<file path="src/sv/lpht_pkg.sv">
`default_nettype none

package lpht_pkg;

  localparam int KEY_W    = 32;
  localparam int STATUS_W = 2;
  localparam int SLOT_W   = 7;

  typedef logic [KEY_W-1:0]    key_t;
  typedef logic [STATUS_W-1:0] status_t;
  typedef logic [SLOT_W-1:0]   slot_t;

  // request codes
  localparam logic REQ_INSERT = 1'b0;
  localparam logic REQ_SEARCH = 1'b1;

  // result codes
  localparam status_t ST_INSERTED  = 2'd0;
  localparam status_t ST_FULL      = 2'd1;
  localparam status_t ST_FOUND     = 2'd2;
  localparam status_t ST_NOT_FOUND = 2'd3;

  // controller -> datapath
  typedef struct packed {
    logic clr_step;   // clear one slot during the post-reset pass
    logic load_req;   // capture an accepted request
    logic mod_step;   // one stage of key mod SLOTS
    logic scan_seed;  // start the probe at the home slot
    logic scan_step;  // issue one read / check one slot
    logic load_out;   // move the result into the output register
  } dp_cmd_t;

  // datapath -> controller
  typedef struct packed {
    logic clr_done;
    logic mod_done;
    logic scan_end;   // hit or every slot checked
    logic out_busy;   // output register still holds an untaken beat
  } dp_sts_t;

endpackage

`default_nettype wire

</file>
<file path="src/sv/lpht_if.sv">
`default_nettype none

interface lpht_in_if;
  import lpht_pkg::*;

  logic valid;
  logic ready;
  logic req_type;
  key_t key;

  modport source (output valid, output req_type, output key, input ready);
  modport sink   (input valid, input req_type, input key, output ready);
endinterface

interface lpht_out_if;
  import lpht_pkg::*;

  logic    valid;
  logic    ready;
  status_t status;
  slot_t   slot;

  modport source (output valid, output status, output slot, input ready);
  modport sink   (input valid, input status, input slot, output ready);
endinterface

`default_nettype wire

</file>
<file path="src/sv/lpht_ctrl.sv">
`default_nettype none

module lpht_ctrl (
  input  wire logic              clk,
  input  wire logic              rst_n,
  input  wire logic              in_valid,
  input  wire logic              in_req_type,
  output logic                   in_ready,
  input  wire lpht_pkg::dp_sts_t sts,
  output lpht_pkg::dp_cmd_t      cmd
);
  import lpht_pkg::*;

  localparam logic [2:0] S_CLEAR = 3'd0;
  localparam logic [2:0] S_IDLE  = 3'd1;
  localparam logic [2:0] S_MOD   = 3'd2;
  localparam logic [2:0] S_SEED  = 3'd3;
  localparam logic [2:0] S_SCAN  = 3'd4;
  localparam logic [2:0] S_DONE  = 3'd5;

  logic [2:0] state_r, state_nxt;

  always_ff @(posedge clk) begin
    if (!rst_n) begin
      state_r <= S_CLEAR;
    end else begin
      state_r <= state_nxt;
    end
  end

  assign in_ready = (state_r == S_IDLE);

  always_comb begin
    state_nxt = state_r;
    cmd       = '0;
    case (state_r)
      S_CLEAR: begin
        cmd.clr_step = 1'b1;
        if (sts.clr_done) state_nxt = S_IDLE;
      end
      S_IDLE: begin
        if (in_valid) begin
          cmd.load_req = 1'b1;
          state_nxt    = (in_req_type == REQ_SEARCH) ? S_SCAN : S_MOD;
        end
      end
      S_MOD: begin
        cmd.mod_step = 1'b1;
        if (sts.mod_done) state_nxt = S_SEED;
      end
      S_SEED: begin
        cmd.scan_seed = 1'b1;
        state_nxt     = S_SCAN;
      end
      S_SCAN: begin
        cmd.scan_step = 1'b1;
        if (sts.scan_end) state_nxt = S_DONE;
      end
      S_DONE: begin
        if (!sts.out_busy) begin
          cmd.load_out = 1'b1;
          state_nxt    = S_IDLE;
        end
      end
      default: begin
        state_nxt = S_CLEAR;
      end
    endcase
  end

endmodule

`default_nettype wire

</file>
<file path="src/sv/lpht_dp.sv">
`default_nettype none

module lpht_dp #(
  parameter int SLOTS = 128
) (
  input  wire logic              clk,
  input  wire logic              rst_n,
  input  wire lpht_pkg::dp_cmd_t cmd,
  output lpht_pkg::dp_sts_t      sts,
  input  wire logic              in_req_type,
  input  wire lpht_pkg::key_t    in_key,
  input  wire logic              out_ready,
  output logic                   out_valid,
  output lpht_pkg::status_t      out_status,
  output lpht_pkg::slot_t        out_slot
);
  import lpht_pkg::*;

  localparam int IDX_W = $clog2(SLOTS);
  localparam int CNT_W = IDX_W + 1;

  localparam logic [IDX_W-1:0] LAST_IDX  = IDX_W'(SLOTS - 1);
  localparam logic [CNT_W-1:0] SLOTS_CNT = CNT_W'(SLOTS);
  // floor(2^32 / SLOTS): quotient estimate is exact or one short
  localparam logic [KEY_W-1:0] RECIP     = KEY_W'((64'd1 << KEY_W) / SLOTS);

  // remainder stages
  localparam logic [1:0] MOD_MUL  = 2'd0;
  localparam logic [1:0] MOD_SUB  = 2'd1;
  localparam logic [1:0] MOD_LAST = 2'd2;

  // slot memory: {occupied, key}
  logic [KEY_W:0] mem [SLOTS];

  logic               req_ins_r;
  key_t               key_r;
  logic [2*KEY_W-1:0] prod_r;
  logic [CNT_W-1:0]   rest_r;
  logic [1:0]         mod_cnt_r;
  logic [IDX_W-1:0]   rem_r;
  logic [IDX_W-1:0]   addr_r;
  logic [CNT_W-1:0]   cnt_r;
  logic               chk_v_r;
  logic [IDX_W-1:0]   chk_addr_r;
  logic [KEY_W:0]     rd_data_r;
  status_t            res_status_r;
  slot_t              res_slot_r;
  logic               out_valid_r;
  status_t            out_status_r;
  slot_t              out_slot_r;

  logic [CNT_W-1:0] rest_red;
  logic [IDX_W-1:0] addr_inc;
  logic             issued_all;
  logic             rd_en;
  logic             hit;
  logic             exhausted;
  logic             wr_en;
  logic [IDX_W-1:0] wr_addr;
  logic [KEY_W:0]   wr_data;
  logic [IDX_W+SLOT_W-1:0] slot_ext;

  // key - q_est * SLOTS lies in [0, 2*SLOTS): one compare-subtract
  assign rest_red = (rest_r >= SLOTS_CNT) ? rest_r - SLOTS_CNT : rest_r;

  assign addr_inc   = (addr_r == LAST_IDX) ? '0 : addr_r + 1'b1;
  assign issued_all = (cnt_r == SLOTS_CNT);
  assign rd_en      = cmd.scan_step && !issued_all;
  assign hit        = chk_v_r && (req_ins_r ? !rd_data_r[KEY_W]
                                            : (rd_data_r[KEY_W] &&
                                               rd_data_r[KEY_W-1:0] == key_r));
  assign exhausted  = !chk_v_r && issued_all;

  assign wr_en   = cmd.clr_step || (cmd.scan_step && hit && req_ins_r);
  assign wr_addr = cmd.clr_step ? addr_r : chk_addr_r;
  assign wr_data = cmd.clr_step ? '0 : {1'b1, key_r};

  assign slot_ext = {{SLOT_W{1'b0}}, chk_addr_r};

  always_ff @(posedge clk) begin
    if (wr_en) mem[wr_addr] <= wr_data;
    if (rd_en) rd_data_r <= mem[addr_r];
  end

  // control state
  always_ff @(posedge clk) begin
    if (!rst_n) begin
      addr_r      <= '0;
      cnt_r       <= '0;
      chk_v_r     <= 1'b0;
      out_valid_r <= 1'b0;
    end else begin
      if (cmd.clr_step) begin
        addr_r <= addr_inc;
      end else if (cmd.load_req) begin
        addr_r <= '0;
        cnt_r  <= '0;
      end else if (cmd.scan_seed) begin
        addr_r <= rem_r;
        cnt_r  <= '0;
      end else if (rd_en) begin
        addr_r <= addr_inc;
        cnt_r  <= cnt_r + 1'b1;
      end
      chk_v_r <= rd_en;
      if (cmd.load_out) begin
        out_valid_r <= 1'b1;
      end else if (out_ready) begin
        out_valid_r <= 1'b0;
      end
    end
  end

  // payload
  always_ff @(posedge clk) begin
    if (cmd.load_req) begin
      req_ins_r <= (in_req_type == REQ_INSERT);
      key_r     <= in_key;
      mod_cnt_r <= MOD_MUL;
    end else if (cmd.mod_step) begin
      mod_cnt_r <= mod_cnt_r + 1'b1;
      case (mod_cnt_r)
        MOD_MUL: begin
          prod_r <= (2*KEY_W)'(key_r) * (2*KEY_W)'(RECIP);
        end
        MOD_SUB: begin
          // only the low bits matter, the true difference is small
          rest_r <= key_r[CNT_W-1:0] - prod_r[KEY_W +: CNT_W] * SLOTS_CNT;
        end
        default: begin
          rem_r <= rest_red[IDX_W-1:0];
        end
      endcase
    end
    if (rd_en) chk_addr_r <= addr_r;
    if (cmd.scan_step && hit) begin
      res_status_r <= req_ins_r ? ST_INSERTED : ST_FOUND;
      res_slot_r   <= slot_ext[SLOT_W-1:0];
    end else if (cmd.scan_step && exhausted) begin
      res_status_r <= req_ins_r ? ST_FULL : ST_NOT_FOUND;
      res_slot_r   <= '0;
    end
    if (cmd.load_out) begin
      out_status_r <= res_status_r;
      out_slot_r   <= res_slot_r;
    end
  end

  assign sts.clr_done = (addr_r == LAST_IDX);
  assign sts.mod_done = (mod_cnt_r == MOD_LAST);
  assign sts.scan_end = hit || exhausted;
  assign sts.out_busy = out_valid_r && !out_ready;

  assign out_valid  = out_valid_r;
  assign out_status = out_status_r;
  assign out_slot   = out_slot_r;

endmodule

`default_nettype wire

</file>
<file path="src/sv/linear_probe_hash_table.sv">
// Linear-probing hash table of SLOTS 32-bit keys.
// in_chan (sink): one beat per request, req_type 0 = insert, 1 = search.
// out_chan (source): one beat per request, status + slot.
//   status: inserted / table full / found / not found; slot is 0 on a miss.
// Insert: key mod SLOTS is worked out by reciprocal multiply and reduce,
//   then slots are probed upward from there, wrapping, one per cycle.
// Search: slots are scanned from slot 0 upward, one per cycle.
// The slot memory has one read port, so slots are read one per cycle.
// One request is in flight at a time; the next beat is taken once the
//   current result sits in the output register.
// Reset (rst_n low, synchronous) starts a clearing pass that empties
//   every slot; in_chan.ready stays low throughout.
// A stalled receiver holds the result in the output register; a finished
//   second request waits until that beat is taken.
`default_nettype none

module linear_probe_hash_table #(
  parameter int SLOTS = 128
) (
  input wire logic  clk,
  input wire logic  rst_n,
  lpht_in_if.sink   in_chan,
  lpht_out_if.source out_chan
);
  import lpht_pkg::*;

  dp_cmd_t cmd;
  dp_sts_t sts;

  // sequencer: clear pass, modulo, probe, result handoff
  lpht_ctrl u_ctrl (
    .clk        (clk),
    .rst_n      (rst_n),
    .in_valid   (in_chan.valid),
    .in_req_type(in_chan.req_type),
    .in_ready   (in_chan.ready),
    .sts        (sts),
    .cmd        (cmd)
  );

  // slot memory, remainder unit, probe pipe and output register
  lpht_dp #(
    .SLOTS(SLOTS)
  ) u_dp (
    .clk        (clk),
    .rst_n      (rst_n),
    .cmd        (cmd),
    .sts        (sts),
    .in_req_type(in_chan.req_type),
    .in_key     (in_chan.key),
    .out_ready  (out_chan.ready),
    .out_valid  (out_chan.valid),
    .out_status (out_chan.status),
    .out_slot   (out_chan.slot)
  );

endmodule

`default_nettype wire

</file>
<file path="src/flat_wrapper.sv">
// flat-port wrapper written by rule: the top's interface ports become plain ports
module linear_probe_hash_table_flat import lpht_pkg::*;
#(
  parameter int SLOTS = 128
)
  (clk, rst_n, in_chan_valid, in_chan_req_type, in_chan_key, in_chan_ready, out_chan_valid, out_chan_status, out_chan_slot, out_chan_ready);
  lpht_in_if in_chan_i ();
  lpht_out_if out_chan_i ();
  input wire logic clk;
  input wire logic rst_n;
  input wire logic [$bits(in_chan_i.valid)-1:0] in_chan_valid;
  input wire logic [$bits(in_chan_i.req_type)-1:0] in_chan_req_type;
  input wire logic [$bits(in_chan_i.key)-1:0] in_chan_key;
  output wire logic [$bits(in_chan_i.ready)-1:0] in_chan_ready;
  output wire logic [$bits(out_chan_i.valid)-1:0] out_chan_valid;
  output wire logic [$bits(out_chan_i.status)-1:0] out_chan_status;
  output wire logic [$bits(out_chan_i.slot)-1:0] out_chan_slot;
  input wire logic [$bits(out_chan_i.ready)-1:0] out_chan_ready;
  assign in_chan_i.valid = in_chan_valid;
  assign in_chan_i.req_type = in_chan_req_type;
  assign in_chan_i.key = in_chan_key;
  assign in_chan_ready = in_chan_i.ready;
  assign out_chan_valid = out_chan_i.valid;
  assign out_chan_status = out_chan_i.status;
  assign out_chan_slot = out_chan_i.slot;
  assign out_chan_i.ready = out_chan_ready;
  linear_probe_hash_table #(.SLOTS(SLOTS)) u_core (.clk(clk), .rst_n(rst_n), .in_chan(in_chan_i), .out_chan(out_chan_i));
endmodule
</file>
<file path="config.mk">
export PLATFORM = sky130hd
export DESIGN_NAME = linear_probe_hash_table_flat
export DESIGN_NICKNAME = d
export VERILOG_FILES = /design/src/sv/lpht_pkg.sv /design/src/sv/lpht_if.sv /design/src/sv/lpht_ctrl.sv /design/src/sv/lpht_dp.sv /design/src/sv/linear_probe_hash_table.sv /design/src/flat_wrapper.sv
export SDC_FILE = /design/constraint.sdc
export NUM_CORES = 2
export LEC_CHECK = 0
export ABC_AREA = 0
export BUFFER_PORTS_ARGS = -buffer_cell sky130_fd_sc_hd__buf_2
export CAP_MARGIN = 20
export CORE_ASPECT_RATIO = 0.8
export CORE_MARGIN = 4
export CORE_UTILIZATION = 31
export CTS_BUF_LIST = sky130_fd_sc_hd__clkbuf_8
export DETAILED_ROUTE_END_ITERATION = 6
export SETUP_SLACK_MARGIN = 0.3
export SLEW_MARGIN = 25
export SYNTH_ARGS = -nofsm -noshare
export SYNTH_HDL_FRONTEND = slang
export SYNTH_MEMORY_MAX_BITS = 65536
export SYNTH_SLANG_ARGS = --single-unit
</file>
<file path="constraint.sdc">
create_clock -name clk -period 7.4 [get_ports clk]
set_clock_uncertainty 0.1 [all_clocks]
set_input_delay 0.37 -clock clk [delete_from_list [all_inputs] [get_ports clk]]
set_output_delay 0.37 -clock clk [all_outputs]
set_load 0.02 [all_outputs]
</file>
==> results.md <==
* Simple-Gate Fraction of Synth Area at 0.9268%
* Syn nets at 6733
* Fillers at 48210
* Sequential fraction of the synthesis area at 78.23%
* Total CTS buffers at 636
* Post-synth top cells: edfxtp_1 (4329), mux4_2 (1386), clkbuf_1 (224)
* DRT antenna net count at 0
* Reg clk slew, reported paths at 70 ps
* Root Buffer: clkbuf_8
* Fmax at 195.1 MHz
* Routed WL per cell at 29.70 µm
* Crit-path max cell delay at 800 ps
* RSZ-0062 raised after global routing: false
* Post-Syn Instances at 6690
* Initial antenna violation count at 60
* Adder-Cell Fraction of Synth Area at 0.04503%
* Synth area leader: edfxtp_1
* Initial DRC count at 11180
* Min-Delay Path Class: in2reg
* CTS max path bufs at 4
* Gpl congestion at 0.8876
* Vias in the first global route at 77620
* Area grow syn2layout at 14.72%
* Leakage at 57.59 nW
* Ranking of synthesized cells by area: edfxtp_1 (78%), mux4_2 (19%), clkbuf_1 (0.50%)
* Post-synthesis xor/xnor area fraction at 0.2049%
* Final Hold Viols at 0
* FP Rows at 240
* Detailed-placement wirelength estimate at 263900 µm
* Reg2Reg Setup Slack at 2270 ps
* Slew Limit Fails at 0
* Status: finished clean
* Worst-Margin Slew at 1139 ps
* Seq cells post-synth at 4351
* Required time of the critical path at 8050 ps
* Main synth FF type: edfxtp_1
* Total wire length at 444800 µm
* Synth warn at 0
* Worst setup EP type: flip-flop
* Residual DRC at 0
* Fraction of layout cells with a size suffix above 1 at 34.10%
* Largest family of logic cells by synthesized area: multiplexers
* Pre-Repair DR Iteration Count at 6
* Critical Path Slowest Stage Cell: nor3_2
* Die ar. at 0.5497 mm²
* Ys async rst share at 0%
* CTS tree: yes
* Synth unique cells at 47
* Fin crit share at 69.28%
* Slew headroom at 24.05%
* Compound-Gate Fraction of Synth Area at 0.5673%
* Critical path class: reg2reg
* Mean Syn Cell Area at 24.92 µm²
* Via count at 78430
* Total gr overflow at 0
* Core footprint at 0.5351 mm²
* Drt via density at 5.237
* Setup TNS at 0 ps
* EDFF count, synth at 4329
* Height of the die at 663.9 µm
* Max-cap viol count at 0
* IO Count at 48
* Most used cell, CP: buf_4
* PwrDens at 348.2 mW/mm²
* Max IR drop VDD at 0.2457 mV
* Gr usage total at 15.78%
* Setup violations, final at 0
* First-pass GRT wire length at 620200 µm
* Worst Path Arrival at 5780 ps
* Synth top area share at 77.97%
* Mux share of post-synthesis cell area at 19.03%
* H-tree depth at 6
* Clk sinks at 4351
* Cell Area, Synth at 0.1667 mm²
* Die width at 827.9 µm
* Largest net degree at the start of global routing at 145
* Worst-path cell chain: nor3_2 -> inv_6 -> mux2i_1 -> nor2_1 -> buf_4 -> nand3_1 -> a21oi_4 -> buf_4
* Crit-path max FO at 96
* Starting density of the core at 31.16%
* Worst skew pair latency at 1110 ps
* Setup Fix Bufs, Post-CTS at 0
* # nets final at 7374
* Dominant cell by count in the synthesized netlist: edfxtp_1
* Port Buffers at 47
* CP Launch Type: flip-flop
* Hold WS at 176.3 ps
* Post-layout minimum cycle time at 5127 ps
-- state kept, by name, summed over array words and instances, names as in the netlist --
name / cells
u_core.u_dp.addr_r: 7
u_core.u_dp.out_valid: 1
u_core.u_dp.rd_data_r: 33
u_core.u_dp.chk_v_r: 1
u_core.u_dp.out_status: 2
u_core.u_ctrl.state_r: 3
u_core.u_dp.rest_r: 7
u_core.u_dp.rem_r: 7
u_core.u_dp.req_ins_r: 1
u_core.u_dp.mod_cnt_r: 2
u_core.u_dp.mem: 4224
u_core.u_dp.key_r: 32
u_core.u_dp.out_slot: 7
u_core.u_dp.chk_addr_r: 7
u_core.u_dp.res_status_r: 2
u_core.u_dp.res_slot_r: 7
u_core.u_dp.cnt_r: 8
-- cell type report --
type                       instances  area, µm²  area share [%]
antenna                           17      42.54         0.02224
clock inverter                   478       2466           1.289
timing repair buffer             380       4182           2.186
sequential                      4351     130500           68.21
tap                             7139       8932           4.670
multi-input combinational       1949      36220           18.94
clock buffer                     648       8919           4.663
inverter                          13      53.80         0.02813
-- cells by family after synthesis --
kind of cell / Yosys count
flops: 4351
fa+ha+maj: 6
xor+xnor: 39
compound gates: 174
mux: 1433
buf+inv: 390
simple gates: 297
-- worst paths after layout --
| check | start | to | cells after the start |
|---|---|---|---|
| max | u_core.u_ctrl.state_r[0] | u_core.u_dp.mem[63][12] | 8 |
| min | in_chan_req_type | u_core.u_dp.req_ins_r | 3 |
| max reg2reg | u_core.u_ctrl.state_r[0] | u_core.u_dp.mem[63][12] | 8 |
| min reg2reg | u_core.u_dp.res_status_r[0] | u_core.u_dp.out_status[0] | 0 |
-- where the power goes --
part | total [mW] | internal, mW | leakage, nW | switching, mW
Sequential | 31.0 | 30.6 | 40.1 | 0.368
Combinational | 17.8 | 6.21 | 11.0 | 11.6
Clock | 17.8 | 8.59 | 6.55 | 9.25
Total | 66.6 | 45.4 | 57.6 | 21.2
-- placed cells by master, fill, tap and decap left out, types with 22 or more instances in the layout --
cell type	count
a21oi_4	128
and2_4	32
buf_12	22
buf_16	48
buf_2	47
buf_4	189
clkbuf_8	648
clkinv_1	171
clkinv_2	47
dlygate4sd3_1	69
edfxtp_1	4329
inv_1	215
mux2_2	37
mux4_2	1386
nand3_1	135
nor2_1	47
xnor2_1	32
-- worst max-delay path: cells and delay by family, from the launching register on --
family / cells / cell delay [ps]
flip-flops: 1 / 470
multiplexers: 1 / 300
AO/OA/AOI/OAI: 1 / 730
AND/OR/NAND/NOR: 3 / 1790
buffers and inverters: 3 / 1280
-- stage by stage --
stage | worst slack, ps | power [mW] | utilization [%] | instance area, µm² | std cells
after floorplan | 1464 | 41.47 | - | 166700 | 6690
after global placement | 2138 | 48.74 | 33.21 | 177700 | 13710
after detailed placement | 2391 | 49.17 | 33.43 | 178900 | 13750
after CTS | 2332 | 66.96 | 35.69 | 191000 | 14950
after global routing | 2137 | 69.04 | 35.74 | 191200 | 14960
final | 2273 | 66.60 | 35.74 | 191300 | 14980
-- metal layers --
metal  GRT usage [%]  part of all wire [%]  vias to the layer above
met5               0                 0.037                        -
met1           23.64                    42                    42810
met4           4.852                   3.2                       26
met3           4.150                    11                      681
li1                -                     -                    30560
met2           22.45                    43                     4350
-- repair_timing --
item	CTS	global route
endpoints found under the hold margin	56	0
hold buffers	69	0
resized for setup	0	0
No activity file was read; power rests on OpenSTA's default activity.
